## config.mk

```make
export PLATFORM = sky130hd
export DESIGN_NAME = stun_message_validator
export DESIGN_NICKNAME = d
export VERILOG_FILES = /design/src/hdl/stunv_pkg.sv /design/src/hdl/stunv_msg_state.sv /design/src/hdl/stun_message_validator.sv
export SDC_FILE = /design/constraint.sdc
export NUM_CORES = 1
export LEC_CHECK = 0
export ABC_AREA = 1
export BUFFER_PORTS_ARGS = -buffer_cell sky130_fd_sc_hd__buf_2
export CAP_MARGIN = 20
export CORE_AREA = 2 2 190 192
export CTS_CLUSTER_DIAMETER = 30
export DETAILED_ROUTE_END_ITERATION = 6
export DIE_AREA = 0 0 192 194
export GPL_ROUTABILITY_DRIVEN = 0
export PLACE_DENSITY = 0.53
export SYNTH_ARGS = -nofsm -noshare
export SYNTH_HDL_FRONTEND = slang
export SYNTH_SLANG_ARGS = --single-unit
```

## constraint.sdc

```tcl
create_clock -name clk -period 9.2 [get_ports clk]
set_input_delay 1.38 -clock clk [delete_from_list [all_inputs] [get_ports clk]]
set_output_delay 1.38 -clock clk [all_outputs]
set_load 0.03 [all_outputs]
```

## src/hdl/stunv_pkg.sv

```systemverilog
// stunv_pkg: shared types, constants and the byte-wise crc-32 function
// for the stun message validator; no dependencies
`default_nettype none

package stunv_pkg;

  // default width of the saturating byte counter
  localparam int COUNT_BITS_DEF = 17;

  // attribute offsets and message end positions are 18 bits wide
  localparam int OFF_BITS = 18;

  localparam logic [OFF_BITS-1:0] HDR_BYTES = 18'd20;
  localparam logic [31:0] STUN_COOKIE  = 32'h2112_A442;
  localparam logic [15:0] FP_TYPE      = 16'h8028;
  localparam logic [31:0] FP_XOR       = 32'h5354_554E;
  localparam logic [31:0] CRC_POLY     = 32'hEDB8_8320;
  localparam logic [31:0] CRC_INIT     = 32'hFFFF_FFFF;
  localparam logic [15:0] TYPE_MASK    = 16'hC000;
  localparam logic [15:0] FP_LEN       = 16'd4;

  typedef enum logic [2:0] {
    ST_OK          = 3'd0,
    ST_LENGTH      = 3'd1,
    ST_COOKIE      = 3'd2,
    ST_MISMATCH    = 3'd3,
    ST_TYPE        = 3'd4,
    ST_ATTR_LEN    = 3'd5,
    ST_FP_NOT_LAST = 3'd6,
    ST_FP_BAD      = 3'd7
  } status_t;

  // one input beat as it leaves the input register
  typedef struct packed {
    logic [7:0] data;
    logic       last;
  } beat_t;

  // verdict for a message, valid on its last beat
  typedef struct packed {
    status_t status;
    logic    fp_seen;
  } result_t;

  // reflected crc-32, one byte
  function automatic logic [31:0] crc_byte(input logic [31:0] crc, input logic [7:0] b);
    logic [31:0] c;
    c = crc ^ {24'd0, b};
    for (int k = 0; k < 8; k++) begin
      c = (c >> 1) ^ (c[0] ? CRC_POLY : 32'd0);
    end
    return c;
  endfunction

endpackage

`default_nettype wire

```

## src/hdl/stunv_msg_state.sv

```systemverilog
// stunv_msg_state: per-message state (count, crc, header, attribute walk)
// and the end-of-message verdict; depends on stunv_pkg
`default_nettype none

module stunv_msg_state #(
  parameter int COUNT_BITS = stunv_pkg::COUNT_BITS_DEF
) (
  input  wire logic              clk,
  input  wire logic              rst_n,
  input  wire logic              step,
  input  wire stunv_pkg::beat_t  beat,
  output stunv_pkg::result_t     result
);
  import stunv_pkg::*;

  logic [COUNT_BITS-1:0] cnt_r, cnt_nxt;
  logic [31:0]           crc_r, crc_nxt;
  logic [31:0]           hs_r, hs_nxt;
  logic [15:0]           dl_r, dl_nxt;
  logic [OFF_BITS-1:0]   nao_r, nao_nxt;
  logic [31:0]           claim_r, claim_nxt;
  logic [31:0]           cbf_r, cbf_nxt;
  status_t               fe_r, fe_nxt;
  logic [1:0]            flags_r, flags_nxt;

  logic [OFF_BITS-1:0]   pos;
  logic [OFF_BITS-1:0]   msg_end;
  logic [OFF_BITS-1:0]   n_bytes;
  logic [16:0]           alen_pad;
  logic [OFF_BITS:0]     next_off;
  logic [31:0]           fp_expect;
  status_t               st;

  always_comb begin
    cnt_nxt   = cnt_r;
    crc_nxt   = crc_r;
    hs_nxt    = hs_r;
    dl_nxt    = dl_r;
    nao_nxt   = nao_r;
    claim_nxt = claim_r;
    cbf_nxt   = cbf_r;
    fe_nxt    = fe_r;
    flags_nxt = flags_r;
    pos       = {{(OFF_BITS-COUNT_BITS){1'b0}}, cnt_r};
    msg_end   = HDR_BYTES + {2'b00, dl_r};
    alen_pad  = 17'd0;
    next_off  = '0;

    if (!(&cnt_r)) begin
      // crc at the start of each attribute, kept for the fingerprint
      if (pos >= HDR_BYTES && pos == nao_r) begin
        cbf_nxt = crc_r;
      end
      hs_nxt  = {hs_r[23:0], beat.data};
      crc_nxt = crc_byte(crc_r, beat.data);
      if (pos == 18'd1 && (hs_nxt[15:0] & TYPE_MASK) != 16'd0) begin
        fe_nxt = ST_TYPE;
      end
      if (pos == 18'd3) begin
        dl_nxt = hs_nxt[15:0];
      end
      if (pos == 18'd7 && hs_nxt != STUN_COOKIE) begin
        fe_nxt = ST_COOKIE;
      end
      msg_end = HDR_BYTES + {2'b00, dl_nxt};

      if (fe_nxt == ST_OK) begin
        // last four bytes of the message are the fingerprint value
        if (flags_nxt[0] && (pos + 18'd1) == msg_end) begin
          claim_nxt    = hs_nxt;
          flags_nxt[1] = 1'b1;
        end
        if (pos >= HDR_BYTES && nao_r < msg_end &&
            {1'b0, pos} == ({1'b0, nao_r} + 19'd3)) begin
          alen_pad = ({1'b0, hs_nxt[15:0]} + 17'd3) & ~17'd3;
          next_off = {1'b0, nao_r} + 19'd4 + {2'b00, alen_pad};
          if (next_off > {1'b0, msg_end}) begin
            fe_nxt = ST_ATTR_LEN;
          end else if (hs_nxt[31:16] == FP_TYPE) begin
            flags_nxt[0] = 1'b1;
            if (next_off != {1'b0, msg_end}) begin
              fe_nxt = ST_FP_NOT_LAST;
            end else if (hs_nxt[15:0] != FP_LEN) begin
              fe_nxt = ST_ATTR_LEN;
            end
          end
          nao_nxt = next_off[OFF_BITS-1:0];
        end
      end
      cnt_nxt = cnt_r + COUNT_BITS'(1);
    end

    // verdict from the updated state, ranked
    n_bytes   = {{(OFF_BITS-COUNT_BITS){1'b0}}, cnt_nxt};
    fp_expect = FP_XOR ^ ~cbf_nxt;
    if (n_bytes < HDR_BYTES || n_bytes[1:0] != 2'b00) begin
      st = ST_LENGTH;
    end else if (fe_nxt == ST_COOKIE) begin
      st = ST_COOKIE;
    end else if (n_bytes != msg_end) begin
      st = ST_MISMATCH;
    end else if (fe_nxt != ST_OK) begin
      st = fe_nxt;
    end else if (flags_nxt[0]) begin
      st = (flags_nxt[1] && claim_nxt == fp_expect) ? ST_OK : ST_FP_BAD;
    end else begin
      st = ST_OK;
    end
    result.status  = st;
    result.fp_seen = (st == ST_LENGTH || st == ST_COOKIE || st == ST_MISMATCH ||
                      st == ST_TYPE) ? 1'b0 : flags_nxt[0];

    // message closed: start over
    if (beat.last) begin
      cnt_nxt   = '0;
      crc_nxt   = CRC_INIT;
      hs_nxt    = '0;
      dl_nxt    = '0;
      nao_nxt   = HDR_BYTES;
      claim_nxt = '0;
      cbf_nxt   = '0;
      fe_nxt    = ST_OK;
      flags_nxt = '0;
    end
  end

  always_ff @(posedge clk) begin
    if (!rst_n) begin
      cnt_r   <= '0;
      crc_r   <= CRC_INIT;
      hs_r    <= '0;
      dl_r    <= '0;
      nao_r   <= HDR_BYTES;
      claim_r <= '0;
      cbf_r   <= '0;
      fe_r    <= ST_OK;
      flags_r <= '0;
    end else if (step) begin
      cnt_r   <= cnt_nxt;
      crc_r   <= crc_nxt;
      hs_r    <= hs_nxt;
      dl_r    <= dl_nxt;
      nao_r   <= nao_nxt;
      claim_r <= claim_nxt;
      cbf_r   <= cbf_nxt;
      fe_r    <= fe_nxt;
      flags_r <= flags_nxt;
    end
  end

endmodule

`default_nettype wire

```

## src/hdl/stun_message_validator.sv

```systemverilog
// stun_message_validator: one message byte per beat in, one verdict beat per message out
// path: an accepted last byte goes through the input register, then the result register, to out_valid
// throughput: one byte per cycle, set by the crc/walk logic, unless a last byte is held back
// while a verdict waits in the output register, only a last byte holds up the input register
// reset (rst_n low, synchronous) empties both registers and restarts message state
`default_nettype none

module stun_message_validator #(
  parameter int COUNT_BITS = stunv_pkg::COUNT_BITS_DEF
) (
  input  wire logic       clk,
  input  wire logic       rst_n,
  input  wire logic       in_valid,
  output logic            in_ready,
  input  wire logic [7:0] in_data_byte,
  input  wire logic       in_last_byte,
  output logic            out_valid,
  input  wire logic       out_ready,
  output logic [2:0]      out_status,
  output logic            out_fingerprint_seen
);
  import stunv_pkg::*;

  // input register
  logic    s1_valid_r, s1_valid_nxt;
  beat_t   s1_beat_r;
  // result register
  logic    out_valid_r, out_valid_nxt;
  result_t out_res_r;

  logic    in_fire;
  logic    advance;
  result_t res;

  // a byte that is not last never waits; a last byte waits for a free result slot
  assign advance  = s1_valid_r && (!s1_beat_r.last || !out_valid_r || out_ready);
  assign in_ready = !s1_valid_r || advance;
  assign in_fire  = in_valid && in_ready;

  always_comb begin
    s1_valid_nxt = s1_valid_r;
    if (in_fire) begin
      s1_valid_nxt = 1'b1;
    end else if (advance) begin
      s1_valid_nxt = 1'b0;
    end
    out_valid_nxt = out_valid_r;
    if (advance && s1_beat_r.last) begin
      out_valid_nxt = 1'b1;
    end else if (out_ready) begin
      out_valid_nxt = 1'b0;
    end
  end

  // message state and verdict logic
  stunv_msg_state #(
    .COUNT_BITS (COUNT_BITS)
  ) u_state (
    .clk    (clk),
    .rst_n  (rst_n),
    .step   (advance),
    .beat   (s1_beat_r),
    .result (res)
  );

  always_ff @(posedge clk) begin
    if (!rst_n) begin
      s1_valid_r  <= 1'b0;
      out_valid_r <= 1'b0;
    end else begin
      s1_valid_r  <= s1_valid_nxt;
      out_valid_r <= out_valid_nxt;
    end
  end

  // payload registers, no reset
  always_ff @(posedge clk) begin
    if (in_fire) begin
      s1_beat_r.data <= in_data_byte;
      s1_beat_r.last <= in_last_byte;
    end
    if (advance && s1_beat_r.last) begin
      out_res_r <= res;
    end
  end

  assign out_valid            = out_valid_r;
  assign out_status           = out_res_r.status;
  assign out_fingerprint_seen = out_res_r.fp_seen;

endmodule

`default_nettype wire

```

Yosys cells after proc, flatten, opt, wreduce, memory -nomap -nowiden --
Index checks and enable logic that the tools add are counted.
Word-level totals: input port bits 13, logic and storage cells 145, output and inout port bits 6, flip-flop bits (word level) 191
Operators by class: muxes and demuxes 58, reduce and logical (&&, ||, !) cells 31, order comparisons 4, equal/unequal tests 18, $add $sub $neg 8, bitwise logic cells 11
Operators by type and width (number):
- $mux 32 | 17
- $xor 31x32->32 | 8
- $mux 18 | 5
- $mux 16 | 4
- $mux 3 | 17
- $mux 24 | 2
- $add 5x16->17 const A | 2
- $mux 17 | 2
- $eq 32x32->1 | 1
- $ne 32x30->1 const B | 1
- $not 32->32 | 1
- $xor 32x8->32 | 1
- $add 18x2->19 const B | 1
- $add 18x3->19 const B | 1
- $add 19x17->19 | 1
- $eq 17x19->1 | 1
- $gt 19x18->1 | 1
- $ne 19x18->1 | 1
- $add 17x1->18 const B | 1
- $eq 17x18->1 | 1
- $eq 18x18->1 | 1
- $lt 18x18->1 | 1
- $ne 17x18->1 | 1
- $add 16x2->17 const B | 1
- other kinds (25) | 57

Longest topological paths before layout --
depth in word-level cells 21, mapped depth 42, depth with buffers taken out 41

Hierarchy --
Synthesis repeated with hierarchy kept, for this count alone.
Unflattened totals: cell total of the unflattened synthesis 2238, area, all modules 14298.7 um^2
By module, submodules not included:
- stunv_msg_state | times used 1, cells an instance 2207, area an instance 13789.5 um^2, sequential area each 3483.3 um^2
- stun_message_validator | times used 1, cells an instance 31, area an instance 509.2 um^2, sequential area each 430.4 um^2

Worst setup path after synthesis --
Ideal clock, no wire load.
path type register to register, from register s1_beat_r[3] in the netlist's numbering, to register out_res_r (netlist bit out_fingerprint_seen), data pin, period minus slack after synthesis 5.244 ns, stages on the path, launching flop included 37, required time 8.946 ns, data arrival time 4.991 ns, setup slack 3.956 ns, setup time 0.254 ns, path buffers 1, path through edfxtp_1 clkbuf_1 inv_1 nor2_1 nand2_1 nor2_1 inv_1 nor2_1 inv_1 nor2_1 inv_1 nor2_1 xor2_1 inv_1 ha_1 ha_1 nand2_1 inv_1 nand4_1 o211ai_1 a21boi_0 o21ai_0 xor2_1 ha_1 nand4_1 nor4b_1 nand3b_1 a21boi_0 nand3_1 nand2_1 inv_1 nor3_1 nand2_2 nand2_1 nand2_1 o21bai_1 nor2_1
Between the ends: cells in the longest elaborated chain, start to end 20, elaborated cells on any way between the ends 52, those cells by class 3 x add/sub; 2 x order compare; 11 x eq/ne; 26 x mux; 10 x reduce/logical
Ends and longest elaborated chain:
- from (decl) | line stun_message_validator.sv:26 | beat_t s1_beat_r;
- branches (longest 20 deep; another with $add 19x17->19)
- to (signal assigned) | line stun_message_validator.sv:83 | out_res_r <= res;
- to (decl) | line stun_message_validator.sv:29 | result_t out_res_r;
Parallel ways; which one is timed is not known. The select of a mux whose other input is x is not followed. A chain may end at the register's enable or synchronous reset.

Worst setup path in the final report --
Ends and elaborated chain as after synthesis.

==> results.toml <==
[status]
status = "completed"

[flow_run]
maxCapViolCount = 0

[clock_network]
path_clk_slew_ns = 0.08
ctsHoldBuffers = 0
cts_tree = "yes"
clockRootBuffer = "clkbuf_16"
cts.htree.levels = 4
cts_buffers = 17
clk_path_buf_depth = 2
cts-resized-gates = 0
clkLatencyLatePin_ns = 0.46
cts_setup_buffers = 0
cts.sinks = 189

[drt]
drt_pass1_iterations = 6
drc_errors = 0
first_iter_violations = 1353
ant_nets = 0
viasPerCell = 5.322
via_count = 14190
routed_wl_um = 47420
avgRoutedWirePerCell_um = 17.79

[floorplanning]
num_rows = 69
chipHeight_um = 194
pin_count = 19
coreArea_um2 = 35220
dieArea_um2 = 37250
die_x_um = 192
floorplan.initialDensity_pct = 39.67

[layout]
final_core_util_pct = 42.40
final_common_cell = "nand2_1"
regArea_um2 = 3914
multi_input_area_um2 = 8636
nets = 2273
final_cell_mix = "nand2_1, inv_1, a21oi_1"
area_delta_synth_final_pct = 6.867
diodes = 0
fillCellCount = 3837
drive_above_1_share_pct = 4.807
fin_area_um2 = 14930

[setup_path]
worstPathMaxFanout = 7
required_ns = 9.42
cp_slowest_cell = "edfxtp_1"
start_kind = "register"
arrival_ns = 7.03
r2r_end = "out_fingerprint_seen"
critPathCaptureType = "register"
cp-startpoint = "s1_beat_r[3]"
ff2ff_path_depth = 38
max_stage_delay_ns = 0.59
worstSetupPathType = "register to register"
reg2reg_from = "s1_beat_r[3]"
r2r_slack_ns = 2.39

[timing]
fmax_mhz = 146.9
relSlewSlack_pct = 29.31
worst_pin_slew_ns = 1.060
finalMaxSlewViolations = 0
finClkSkew_ns = 0.01315
rsz0062_at_grt = "no"
fin_crit_sh_pct = 73.97
final_hold_viol_count = 0
worst_hold_slack_ns = 0.4664
setup_tns_ns = 0
period_needed_ns = 6.805
setup_viol = 0

[place]
dp_hpwl_um = 35590
io_buffers = 18
placed_cell_area_um2 = 14310

[power]
seqPwrFrac_pct = 45.1
comb_power_share_pct = 15.3
power.share.clock_pct = 39.7
power.density_nw_per_um2 = 130.3
cellLeakagePower_nw = 6.894
p_sw_mw = 0.6182
p_total_mw = 1.946
switching_share_pct = 31.76
peakVddDrop_v = 0.0001360
p_int_mw = 1.328

[grt]
grt_max_degree = 92
grt_antenna_before_repair = 0
gr-total-overflow = 0
grt_pass1_vias = 12760
grt_use_total_pct = 25.68
grt_pass1_wl_um = 73690

[yosys]
ys_async_sr_fraction_pct = 0
synth-seq-cells = 189
synth_edf_count = 13
syn-num-nets = 2314
ys_warn_count = 0
synth.avg_cell_area_um2 = 6.258
netlist_area_um2 = 13970
seq_area_frac_synth_pct = 28.01
synth_cell_types = 53
synthFlopType = "dfxtp_1"
synthCells = 2233

[min_path]
hold_end = "u_state.claim_r[1]"
hp-class = "register to register"
whs_path_depth = 2
hold_start = "u_state.claim_r[1]"
[worst max-delay path by stage]
stage / end / slack, ns / depth (start not counted)
after floorplan: out_fingerprint_seen / 3.96 / 36
after global placement: out_fingerprint_seen / 2.52 / 38
after detailed placement: out_fingerprint_seen / 2.53 / 38
after CTS: out_fingerprint_seen / 2.52 / 38
after global routing: out_fingerprint_seen / 1.68 / 38
final: out_fingerprint_seen / 2.39 / 38
[registers in the layout (all words and copies together), names as in the netlist]
| register | flops |
|---|---|
| out_valid | 1 |
| s1_valid_r | 1 |
| u_state.flags_r | 2 |
| u_state.cbf_r | 32 |
| u_state.claim_r | 32 |
| u_state.crc_r | 32 |
| u_state.fe_r | 3 |
| u_state.nao_r | 16 |
| out_status | 3 |
| s1_beat_r | 9 |
| out_fingerprint_seen | 1 |
| u_state.dl_r | 16 |
| u_state.hs_r | 24 |
| u_state.cnt_r | 17 |
[critical path: cells and delay by family, from the launching register on]
kind	cells	cell delay (ns)
compound gates	7	1.70
xor+xnor	2	0.50
fa+ha+maj	3	0.98
buf+inv	7	0.66
flops	1	0.59
simple gates	19	2.12
[metal layers]
layer  wire (µm)  vias up  global-route usage [%]
met2       19950      427                   37.32
met3        2919       40                   3.439
met4         626        0                   5.372
met1       23930     6624                   39.87
li1            -     7097                       -
met5           0        -                       0
[logic make-up after synthesis]
| family | Yosys count | synth area share, % |
|---|---|---|
| AND/OR/NAND/NOR | 1108 | 33.25 |
| XOR/XNOR | 112 | 7.019 |
| AO/OA/AOI/OAI | 395 | 15.08 |
| flip-flops | 189 | 28.01 |
| buffers and inverters | 359 | 10.36 |
| multiplexers | 2 | 0.1433 |
| adder cells (fa/ha/maj) | 68 | 6.142 |
[area by class of cell]
type | instances | area share (%)
sequential | 189 | 26.21
tap | 461 | 3.862
clock buffer | 17 | 2.849
clock inverter | 15 | 1.031
timing repair buffer | 31 | 1.475
inverter | 268 | 6.753
multi-input combinational | 1685 | 57.83
[stage by stage]
stage | instances | worst slack (ns)
final | 2666 | 2.395
after global placement | 2632 | 2.524
after global routing | 2666 | 1.681
after floorplan | 2233 | 3.956
after CTS | 2664 | 2.515
after detailed placement | 2632 | 2.527
[power by group through the flow]
stage          Combinational, mW  Sequential, mW  Clock (mW)
2_1_floorplan              0.218           0.878           0
3_3_place_gp               0.289           0.895           0
3_5_place_dp               0.291           0.895           0
4_1_cts                    0.293           0.876       0.784
5_1_grt                    0.332           0.878       0.813
6_report                   0.297           0.877       0.772
[Yosys cell counts, types with 5 or more instances]
library cell  instances  share of area (%)
nand3_1             152                5.4
buf_6                10               0.81
xor2_1               80                5.0
or2_2                 7               0.31
xnor2_1              32                2.0
nor4_1                8               0.36
nand3b_1              7               0.38
nand4_1              19               0.85
o21ai_0             124                4.4
ha_1                 67                6.0
nor3_1               18               0.64
o211ai_1             23                1.2
dfxtp_1             176                 25
edfxtp_1             13                2.8
a21oi_1             206                7.4
buf_2                 8               0.29
inv_1               262                7.0
a31oi_1               5               0.22
nand2_1             724                 19
o21ai_1              14               0.50
nor2_2                5               0.22
nor2_1              139                3.7
nand2_2              10               0.45
clkbuf_1             69                1.9
(Power assumes the default switching activity.)
